$ cat src/hw/rtl/gre_pkg.sv
`default_nettype none
package gre_pkg;

    localparam int MASK_SIDE = 32;
    localparam int COL_W     = $clog2(MASK_SIDE);
    localparam int EXT_W     = $clog2(MASK_SIDE + 1);
    localparam int CELLS     = MASK_SIDE * MASK_SIDE;
    localparam int ADDR_W    = $clog2(CELLS);
    localparam int CELL_W    = 64;

    localparam int POS_W  = 5;
    localparam int SIZE_W = 6;

    localparam logic OP_WRITE   = 1'b0;
    localparam logic OP_EXTRACT = 1'b1;

    typedef enum logic [3:0] {
        ST_IDLE,
        ST_SCAN_RD,
        ST_SCAN_CK,
        ST_WID_RD,
        ST_WID_CK,
        ST_HGT_RD,
        ST_HGT_CK,
        ST_CLR,
        ST_DONE
    } state_t;

    typedef struct packed {
        logic              operation;
        logic [POS_W-1:0]  cell_x;
        logic [POS_W-1:0]  cell_y;
        logic [CELL_W-1:0] cell_word;
    } op_t;

    typedef struct packed {
        logic              we;
        logic [ADDR_W-1:0] addr;
        logic [CELL_W-1:0] wdata;
    } mem_req_t;

    typedef struct packed {
        logic              found;
        logic [POS_W-1:0]  x;
        logic [POS_W-1:0]  y;
        logic [SIZE_W-1:0] width;
        logic [SIZE_W-1:0] height;
        logic [CELL_W-1:0] cell_word;
    } face_t;

    function automatic logic [ADDR_W-1:0] cell_addr(input logic [COL_W-1:0] x,
                                                    input logic [COL_W-1:0] y);
        logic [ADDR_W+COL_W:0] prod;
        prod = (ADDR_W+COL_W+1)'(y) * (ADDR_W+COL_W+1)'(MASK_SIDE)
             + (ADDR_W+COL_W+1)'(x);
        return prod[ADDR_W-1:0];
    endfunction

endpackage
`default_nettype wire

$ cat src/hw/rtl/gre_ctrl.sv
`default_nettype none
module gre_ctrl (
    input  wire logic                      aclk,
    input  wire logic                      aresetn,
    input  wire logic                      op_valid,
    input  wire gre_pkg::op_t              op,
    output logic                           op_ready,
    output gre_pkg::mem_req_t              mem_req,
    input  wire logic [gre_pkg::CELL_W-1:0] rd_data,
    output logic                           res_valid,
    output gre_pkg::face_t                 res,
    input  wire logic                      out_free
);
    import gre_pkg::*;

    state_t            state_reg, state_next;
    logic [COL_W-1:0]  scan_col_reg;
    logic [EXT_W-1:0]  scan_row_reg;
    logic [COL_W-1:0]  x0_reg, y0_reg, wx_reg, wy_reg;
    logic [EXT_W-1:0]  xe_reg, ye_reg;
    logic [CELL_W-1:0] cur_reg;
    logic              found_reg;

    logic              op_fire;
    logic              wr_in_range;
    logic              scan_end;
    logic              x_last;
    logic              cx_last;
    logic              cy_last;
    logic [EXT_W-1:0]  wx_inc;
    logic [EXT_W-1:0]  wy_inc;

    assign op_fire     = op_valid && op_ready;
    assign wr_in_range = (EXT_W+1)'(op.cell_x) < (EXT_W+1)'(MASK_SIDE)
                      && (EXT_W+1)'(op.cell_y) < (EXT_W+1)'(MASK_SIDE);
    assign scan_end    = scan_row_reg == EXT_W'(MASK_SIDE);
    assign wx_inc      = EXT_W'(wx_reg) + EXT_W'(1);
    assign wy_inc      = EXT_W'(wy_reg) + EXT_W'(1);
    assign x_last      = wx_inc == xe_reg;
    assign cx_last     = x_last;
    assign cy_last     = wy_inc == ye_reg;

    // Next state.
    always_comb begin
        state_next = state_reg;
        case (state_reg)
            ST_IDLE: begin
                if (op_fire && op.operation == OP_EXTRACT) begin
                    state_next = ST_SCAN_RD;
                end
            end
            ST_SCAN_RD: state_next = scan_end ? ST_DONE : ST_SCAN_CK;
            ST_SCAN_CK: state_next = (rd_data != '0) ? ST_WID_RD : ST_SCAN_RD;
            ST_WID_RD:  state_next = (xe_reg == EXT_W'(MASK_SIDE)) ? ST_HGT_RD : ST_WID_CK;
            ST_WID_CK:  state_next = (rd_data == cur_reg) ? ST_WID_RD : ST_HGT_RD;
            ST_HGT_RD:  state_next = (ye_reg == EXT_W'(MASK_SIDE)) ? ST_CLR : ST_HGT_CK;
            ST_HGT_CK:  state_next = (rd_data != cur_reg) ? ST_CLR : ST_HGT_RD;
            ST_CLR:     state_next = (cx_last && cy_last) ? ST_DONE : ST_CLR;
            ST_DONE:    state_next = out_free ? ST_IDLE : ST_DONE;
            default:    state_next = ST_IDLE;
        endcase
    end

    // Outputs: handshake, memory port and result.
    always_comb begin
        op_ready      = 1'b0;
        mem_req.we    = 1'b0;
        mem_req.addr  = '0;
        mem_req.wdata = '0;
        res_valid     = 1'b0;
        case (state_reg)
            ST_IDLE: begin
                op_ready      = 1'b1;
                mem_req.we    = op_fire && op.operation == OP_WRITE && wr_in_range;
                mem_req.addr  = cell_addr(COL_W'(op.cell_x), COL_W'(op.cell_y));
                mem_req.wdata = op.cell_word;
            end
            ST_SCAN_RD: mem_req.addr = cell_addr(scan_col_reg, COL_W'(scan_row_reg));
            ST_WID_RD:  mem_req.addr = cell_addr(COL_W'(xe_reg), y0_reg);
            ST_HGT_RD:  mem_req.addr = cell_addr(wx_reg, COL_W'(ye_reg));
            ST_CLR: begin
                mem_req.we   = 1'b1;
                mem_req.addr = cell_addr(wx_reg, wy_reg);
            end
            ST_DONE:    res_valid = 1'b1;
            default: begin
            end
        endcase
        res.found     = found_reg;
        res.x         = found_reg ? POS_W'(x0_reg) : '0;
        res.y         = found_reg ? POS_W'(y0_reg) : '0;
        res.width     = found_reg ? SIZE_W'(xe_reg - EXT_W'(x0_reg)) : '0;
        res.height    = found_reg ? SIZE_W'(ye_reg - EXT_W'(y0_reg)) : '0;
        res.cell_word = found_reg ? cur_reg : '0;
    end

    always_ff @(posedge aclk) begin
        if (!aresetn) begin
            state_reg    <= ST_IDLE;
            scan_col_reg <= '0;
            scan_row_reg <= '0;
            found_reg    <= 1'b0;
        end else begin
            state_reg <= state_next;
            case (state_reg)
                ST_IDLE: begin
                    if (op_fire && op.operation == OP_WRITE) begin
                        scan_col_reg <= '0;
                        scan_row_reg <= '0;
                    end
                end
                ST_SCAN_RD: begin
                    if (scan_end) begin
                        found_reg <= 1'b0;
                    end
                end
                ST_SCAN_CK: begin
                    if (rd_data != '0) begin
                        found_reg <= 1'b1;
                    end else if (scan_col_reg == COL_W'(MASK_SIDE - 1)) begin
                        scan_col_reg <= '0;
                        scan_row_reg <= scan_row_reg + EXT_W'(1);
                    end else begin
                        scan_col_reg <= scan_col_reg + COL_W'(1);
                    end
                end
                default: begin
                end
            endcase
        end
    end

    // Rectangle datapath.
    always_ff @(posedge aclk) begin
        case (state_reg)
            ST_SCAN_CK: begin
                cur_reg <= rd_data;
                x0_reg  <= scan_col_reg;
                y0_reg  <= COL_W'(scan_row_reg);
                xe_reg  <= EXT_W'(scan_col_reg) + EXT_W'(1);
            end
            ST_WID_RD: begin
                if (xe_reg == EXT_W'(MASK_SIDE)) begin
                    ye_reg <= EXT_W'(y0_reg) + EXT_W'(1);
                    wx_reg <= x0_reg;
                end
            end
            ST_WID_CK: begin
                if (rd_data == cur_reg) begin
                    xe_reg <= xe_reg + EXT_W'(1);
                end else begin
                    ye_reg <= EXT_W'(y0_reg) + EXT_W'(1);
                    wx_reg <= x0_reg;
                end
            end
            ST_HGT_RD: begin
                if (ye_reg == EXT_W'(MASK_SIDE)) begin
                    wx_reg <= x0_reg;
                    wy_reg <= y0_reg;
                end
            end
            ST_HGT_CK: begin
                if (rd_data != cur_reg) begin
                    wx_reg <= x0_reg;
                    wy_reg <= y0_reg;
                end else if (x_last) begin
                    // The whole span of this row matched: take the row.
                    ye_reg <= ye_reg + EXT_W'(1);
                    wx_reg <= x0_reg;
                end else begin
                    wx_reg <= wx_reg + COL_W'(1);
                end
            end
            ST_CLR: begin
                if (cx_last) begin
                    wx_reg <= x0_reg;
                    wy_reg <= wy_reg + COL_W'(1);
                end else begin
                    wx_reg <= wx_reg + COL_W'(1);
                end
            end
            default: begin
            end
        endcase
    end
endmodule
`default_nettype wire

$ cat config.mk
export PLATFORM = sky130hd
export DESIGN_NAME = gre_ctrl
export DESIGN_NICKNAME = d
export VERILOG_FILES = /design/src/hw/rtl/gre_pkg.sv /design/src/hw/rtl/gre_ctrl.sv
export SDC_FILE = /design/constraint.sdc
export NUM_CORES = 1
export LEC_CHECK = 0
export ABC_AREA = 0
export BUFFER_PORTS_ARGS = -buffer_cell sky130_fd_sc_hd__buf_4
export CAP_MARGIN = 40
export CORE_ASPECT_RATIO = 0.5
export CORE_MARGIN = 5
export CORE_UTILIZATION = 44
export DETAILED_ROUTE_END_ITERATION = 6
export PLACE_DENSITY = 0.81
export SLEW_MARGIN = 20
export SYNTH_ARGS = -nofsm -noshare
export SYNTH_HDL_FRONTEND = slang
export SYNTH_SLANG_ARGS = --single-unit
$ cat constraint.sdc
create_clock -name aclk -period 3 [get_ports aclk]
set_input_delay 0.15 -clock aclk [delete_from_list [all_inputs] [get_ports aclk]]
set_output_delay 0.15 -clock aclk [all_outputs]
set_load 0.03 [all_outputs]
-- Word-level counts from Yosys, hierarchy flattened
Cells that the tools add are included.
- input port bits: 143
- output and inout bits: 164
- register bits: 112
- logic and storage cells: 126
- reductions and logical operators: 19
- equality and inequality tests: 30
- multiplexer cells: 48
- add/sub/neg operators: 17
- bitwise logic cells: 1
- operators by type and width (kind ; count):
    64-bit two-way mux ; 2
    5-bit two-way mux ; 13
    64-bit equality test ; 1
    64-bit != test ; 1
    64-bit nonzero test ; 1
    6-bit two-way mux ; 10
    10-bit by 5-bit adder with 10-bit output ; 5
    10-bit one-hot mux with 5 select lines ; 1
    4-bit one-hot mux with 9 select lines ; 1
    2-bit != test, second input constant ; 14
    5-bit one-hot mux with 5 select lines ; 1
    5-bit by 1-bit adder with 6-bit output, second input constant ; 4
    6-bit one-hot mux with 2 select lines ; 2
    6-bit by 1-bit adder with 6-bit output, second input constant ; 3
    6-bit equality test, second input constant ; 3
    6-bit one-hot mux with 3 select lines ; 1
    4-bit by 3-bit equality test with 1-bit output, second input constant ; 4
    4-bit two-way mux ; 4
    5-bit by 1-bit adder with 5-bit output, second input constant ; 3
    5-bit one-hot mux with 3 select lines ; 1
    6-bit equality test ; 2
    4-bit AND reduction ; 3
    6-bit by 5-bit subtractor with 6-bit output ; 2
    5-bit one-hot mux with 2 select lines ; 1
    17 further kinds ; 32

-- Logic depth before layout (Yosys ltp)
- depth in word-level cells: 6
- depth in mapped cells: 10
- depth with buffers taken out: 9

-- Least setup slack after synthesis
OpenSTA, ideal clock, no wires.
- kind: register to register
- start: reg wx_reg[0]
- end: reg ye_reg[0], enable pin
- cell stages (with the launch flop): 9
- data arrival time: 2720 ps
- setup slack: -98 ps
- path buffers: 1
- required time: 2622 ps
- period minus slack after synthesis: 3098 ps
- library setup time: 378 ps
- cells stage by stage: edfxtp_1 > ha_1 > xnor2_1 > mux2i_1 > a211oi_1 > or4_1 > buf_2 > o21a_1 > a2111oi_2
- word-level cells in the longest chain between the ends: 4
- RTL lines (item ; line ; RTL):
    start: declaration ; gre_ctrl.sv:19 ; logic [COL_W-1:0] x0_reg, y0_reg, wx_reg, wy_reg;
    start signal: assignment ; gre_ctrl.sv:145 ; wx_reg <= x0_reg;
    start signal: assignment ; gre_ctrl.sv:153 ; wx_reg <= x0_reg;
    start signal: assignment ; gre_ctrl.sv:158 ; wx_reg <= x0_reg;
    5-bit by 1-bit adder with 6-bit output ; gre_ctrl.sv:37 ; assign wx_inc = EXT_W'(wx_reg) + EXT_W'(1);
    6-bit equality test ; gre_ctrl.sv:39 ; assign x_last = wx_inc == xe_reg;
    2-bit != test (no source line) ; n/a ;
    5-bit AND reduction (no source line) ; n/a ;
    end signal: assignment ; gre_ctrl.sv:144 ; ye_reg <= EXT_W'(y0_reg) + EXT_W'(1);
    end signal: assignment ; gre_ctrl.sv:152 ; ye_reg <= EXT_W'(y0_reg) + EXT_W'(1);
    end signal: assignment ; gre_ctrl.sv:168 ; ye_reg <= ye_reg + EXT_W'(1);
    end: declaration ; gre_ctrl.sv:20 ; logic [EXT_W-1:0] xe_reg, ye_reg;
No other way between the ends.
A chain may end at the register's enable or synchronous reset.

-- Worst setup path after layout
- start: reg wx_reg[0]
- end: reg ye_reg[2], enable pin
The elaborated chain is that of the path after synthesis.

==> impl_metrics.csv <==
group,metric,value,unit
detailed_routing,via_per_inst,5.31,
synth,synthCells,698,
placement,hpwl,18.6,mm
final_layout,drive_gt1_share,33.2,%
placement,io_buffer_count,306,
timing,finalHoldViolCount,0,
synth,synth_compound_area_share,8.22,%
synth,synth_top_area_cell,"edfxtp_1",
timing,finalMaxSlewViolations,0,
timing,slew_headroom,52.3,%
timing,tns,0,ns
power_and_ir_drop,cellLeakagePower,4.36,nW
detailed_routing,wl_per_cell,18.7,µm
global_routing,grt_pass1_wl,36.0,mm
clock_tree,root_buffer,"clkbuf_16",
synth,synth_mux_area_share,3.71,%
die,die_y,99.7,µm
synth,ys_async_sr_fraction,0,%
timing,rsz0062_at_grt,"false",
run,maxCapViolCount,0,
setup_path,worstPathArrival,2.87,ns
synth,syn_area_per_cell,10.1,µm²
synth,syn-num-nets,861,
clock_tree,htreeDepth,3,
synth,synth_edf_count,96,
detailed_routing,drtIter0Drc,461,
placement,place_ws,0.0650,ns
synth,synth.area.top_cells,"edfxtp_1 (41%), and2_1 (12%), xnor2_1 (9.9%), dfxtp_1 (4.5%), mux2i_1 (3.4%)",
clock_tree,cts_made_buffers,9,
synth,syn_area,0.00708,mm²
die,initial_utilization,45.5,%
synth,synth-simple-area-share,24.5,%
timing,fmax,356,MHz
detailed_routing,drt_wl_total,23.7,mm
synth,synth-xor-area-share,11.3,%
synth,synth_top_family_by_area,"simple AND/OR/NAND/NOR gates",
timing,tightest_slew,0.713,ns
die,boundaryPins,307,
setup_path,endpoint_kind,"flop",
setup_path,cp_max_fo,6,
setup_path,crit_type,"reg2reg",
die,fp-row-count,32,
timing,finalSetupViolations,0,
timing,clock_skew,0.0142,ns
setup_path,startpoint_type,"flop",
synth,ys_ff_latch,112,
detailed_routing,vias,6741,
hold_path,hold_class,"in2reg",
final_layout,largest_register_ffs,64,
global_routing,overflow,0,
timing,finalWorstSetupSlack,0.191,ns
detailed_routing,drc,0,
global_routing,grt_pass1_vias,6825,
die,core,0.0156,mm²
synth,netlist.area_leader.share,40.7,%
timing,final.min_clock_period,2.81,ns
die,die_w,189,µm
placement,place_congestion,0.932,
power_and_ir_drop,ir_worst_vdd,317,µV
final_layout,nNetsFinal,1223,
synth,seq_area_frac_synth,45.2,%
clock_tree,cts.sinks,112,
detailed_routing,antenna_left,0,
global_routing,grt_max_degree,66,
clock_tree,cts.reportedPaths.clkPinSlew,0.08,ns
detailed_routing,drt-pass1-iter-count,5,
global_routing,antenna_found_initial,2,
timing,finalCritPeriodShare,93.6,%
final_layout,area_growth,48.5,%
power_and_ir_drop,cellPowerDensity,378,mW/mm²
status,outcome,"completed",
clock_tree,insertion_delay,0.36,ns
setup_path,cp.required,3.06,ns
final_layout,num-fill-cells,1170,
synth,ys.flop_type,"edfxtp_1",
clock_tree,cts_tree,"built",
synth,synth_fa_ha_area_share,3.75,%
clock_tree,cts.path.max_buffers,2,
synth,synth_cell_types,55,
global_routing,grt_use_total,23.9,%
synth,yosysWarnings,0,
die,die_area,0.0189,mm²
worst max-delay path, cell delays in order (launching register included):
cell and delay (ns):
edfxtp_1 0.39, ha_1 0.26, xnor2_1 0.33, mux2i_1 0.26, a211oi_1 0.09, or4_1 0.58, o21a_1 0.22, a2111oi_4 0.18
buf_4 0.20
per-stage QoR:
stage	area [µm²]	util [%]	total power, mW	instances	hold slack [ns]
after global routing	10500	67.5	4.12	1270	-0.00247
final	10500	67.5	3.98	1270	0.00401
after global placement	9700	62.3	2.80	1199	0.354
after detailed placement	9700	62.3	2.81	1199	0.356
after CTS	10500	67.1	3.99	1262	0.000191
after floorplan	7090	-	2.34	698	0.249
cells in the mapped netlist (all sizes together) (2+ instances only):
master,count
o31ai,2
ha,18
nor3,8
nand2b,3
xnor2,80
mux2,2
a221o,5
mux2i,24
and2,134
inv,31
a21oi,16
o211ai,2
nand3,11
o21a,4
o21ai,23
a31oi,4
buf,6
o2111ai,3
nand2,41
a22oi,10
nor4,25
edfxtp,96
xor2,11
or4,5
nand4,22
dfxtp,16
or3,10
a21boi,5
nor2,28
nor2b,7
a2111oi,2
a211oi,3
fa,2
and3,4
clkbuf,22
layer usage:
metal | vias up | global-route usage [%] | wire, µm
met2 | 310 | 42.3 | 11800
met3 | 52 | 6.98 | 2000
met1 | 3181 | 27.9 | 9180
met5 | - | 0 | 0
met4 | 0 | 8.94 | 704
li1 | 3198 | - | -
placed cells by master (no fill, tap or decap), types with 10 or more instances in the layout:
cell type | Yosys | routed
xor2_1 | 11 | 11
dlygate4sd3_1 | 0 | 53
or3_1 | 10 | 10
o21ai_0 | 22 | 22
ha_1 | 18 | 18
edfxtp_1 | 96 | 96
a21oi_1 | 16 | 16
buf_4 | 1 | 325
nand2_1 | 41 | 41
xnor2_1 | 80 | 80
and2_1 | 133 | 133
nor4_1 | 24 | 23
nand4_1 | 22 | 22
a22oi_1 | 10 | 10
nor2_1 | 28 | 28
nand3_1 | 11 | 11
inv_1 | 31 | 30
dfxtp_1 | 16 | 15
mux2i_1 | 24 | 24
path summary, 6_finish.rpt:
path / from / to / slack [ns] / cells past startpoint
setup / recovery: wx_reg[0] / ye_reg[2] / 0.19 / 8
hold reg to reg: scan_row_reg[5] / scan_row_reg[5] / 0.52 / 2
setup reg to reg: wx_reg[0] / ye_reg[2] / 0.19 / 8
hold / removal: rd_data[13] / cur_reg[13] / 0.004 / 1
cell type report:
cell class / count / area, µm² / share of cell area [%]
Clock buffer: 9 / 225 / 2.14
Antenna cell: 2 / 5.00 / 0.0476
Timing Repair Buffer: 379 / 2990 / 28.4
Inverter: 32 / 120 / 1.14
Tap cell: 204 / 255 / 2.43
Multi-Input combinational cell: 526 / 3660 / 34.8
Clock inverter: 6 / 53.8 / 0.512
Sequential cell: 112 / 3200 / 30.5
where the power goes:
part           leakage, nW  internal (mW)  switching, mW
Clock                0.134          0.573          0.574
Sequential           0.991           1.72         0.0276
Combinational         3.23          0.486          0.595
Total                 4.36           2.78           1.20
kinds of logic after synthesis:
family / after synthesis
mux: 26
xor+xnor: 91
simple gates: 304
fa+ha+maj: 20
flops: 112
compound gates: 85
buf+inv: 60
what timing repair did:
item,CTS,global route
resized for setup,0,0
endpoints found under the setup margin,0,6
hold buffers,48,5
hold endpoints to repair,48,5
setup buffers,0,1
Power figures use the tool's default switching activity.
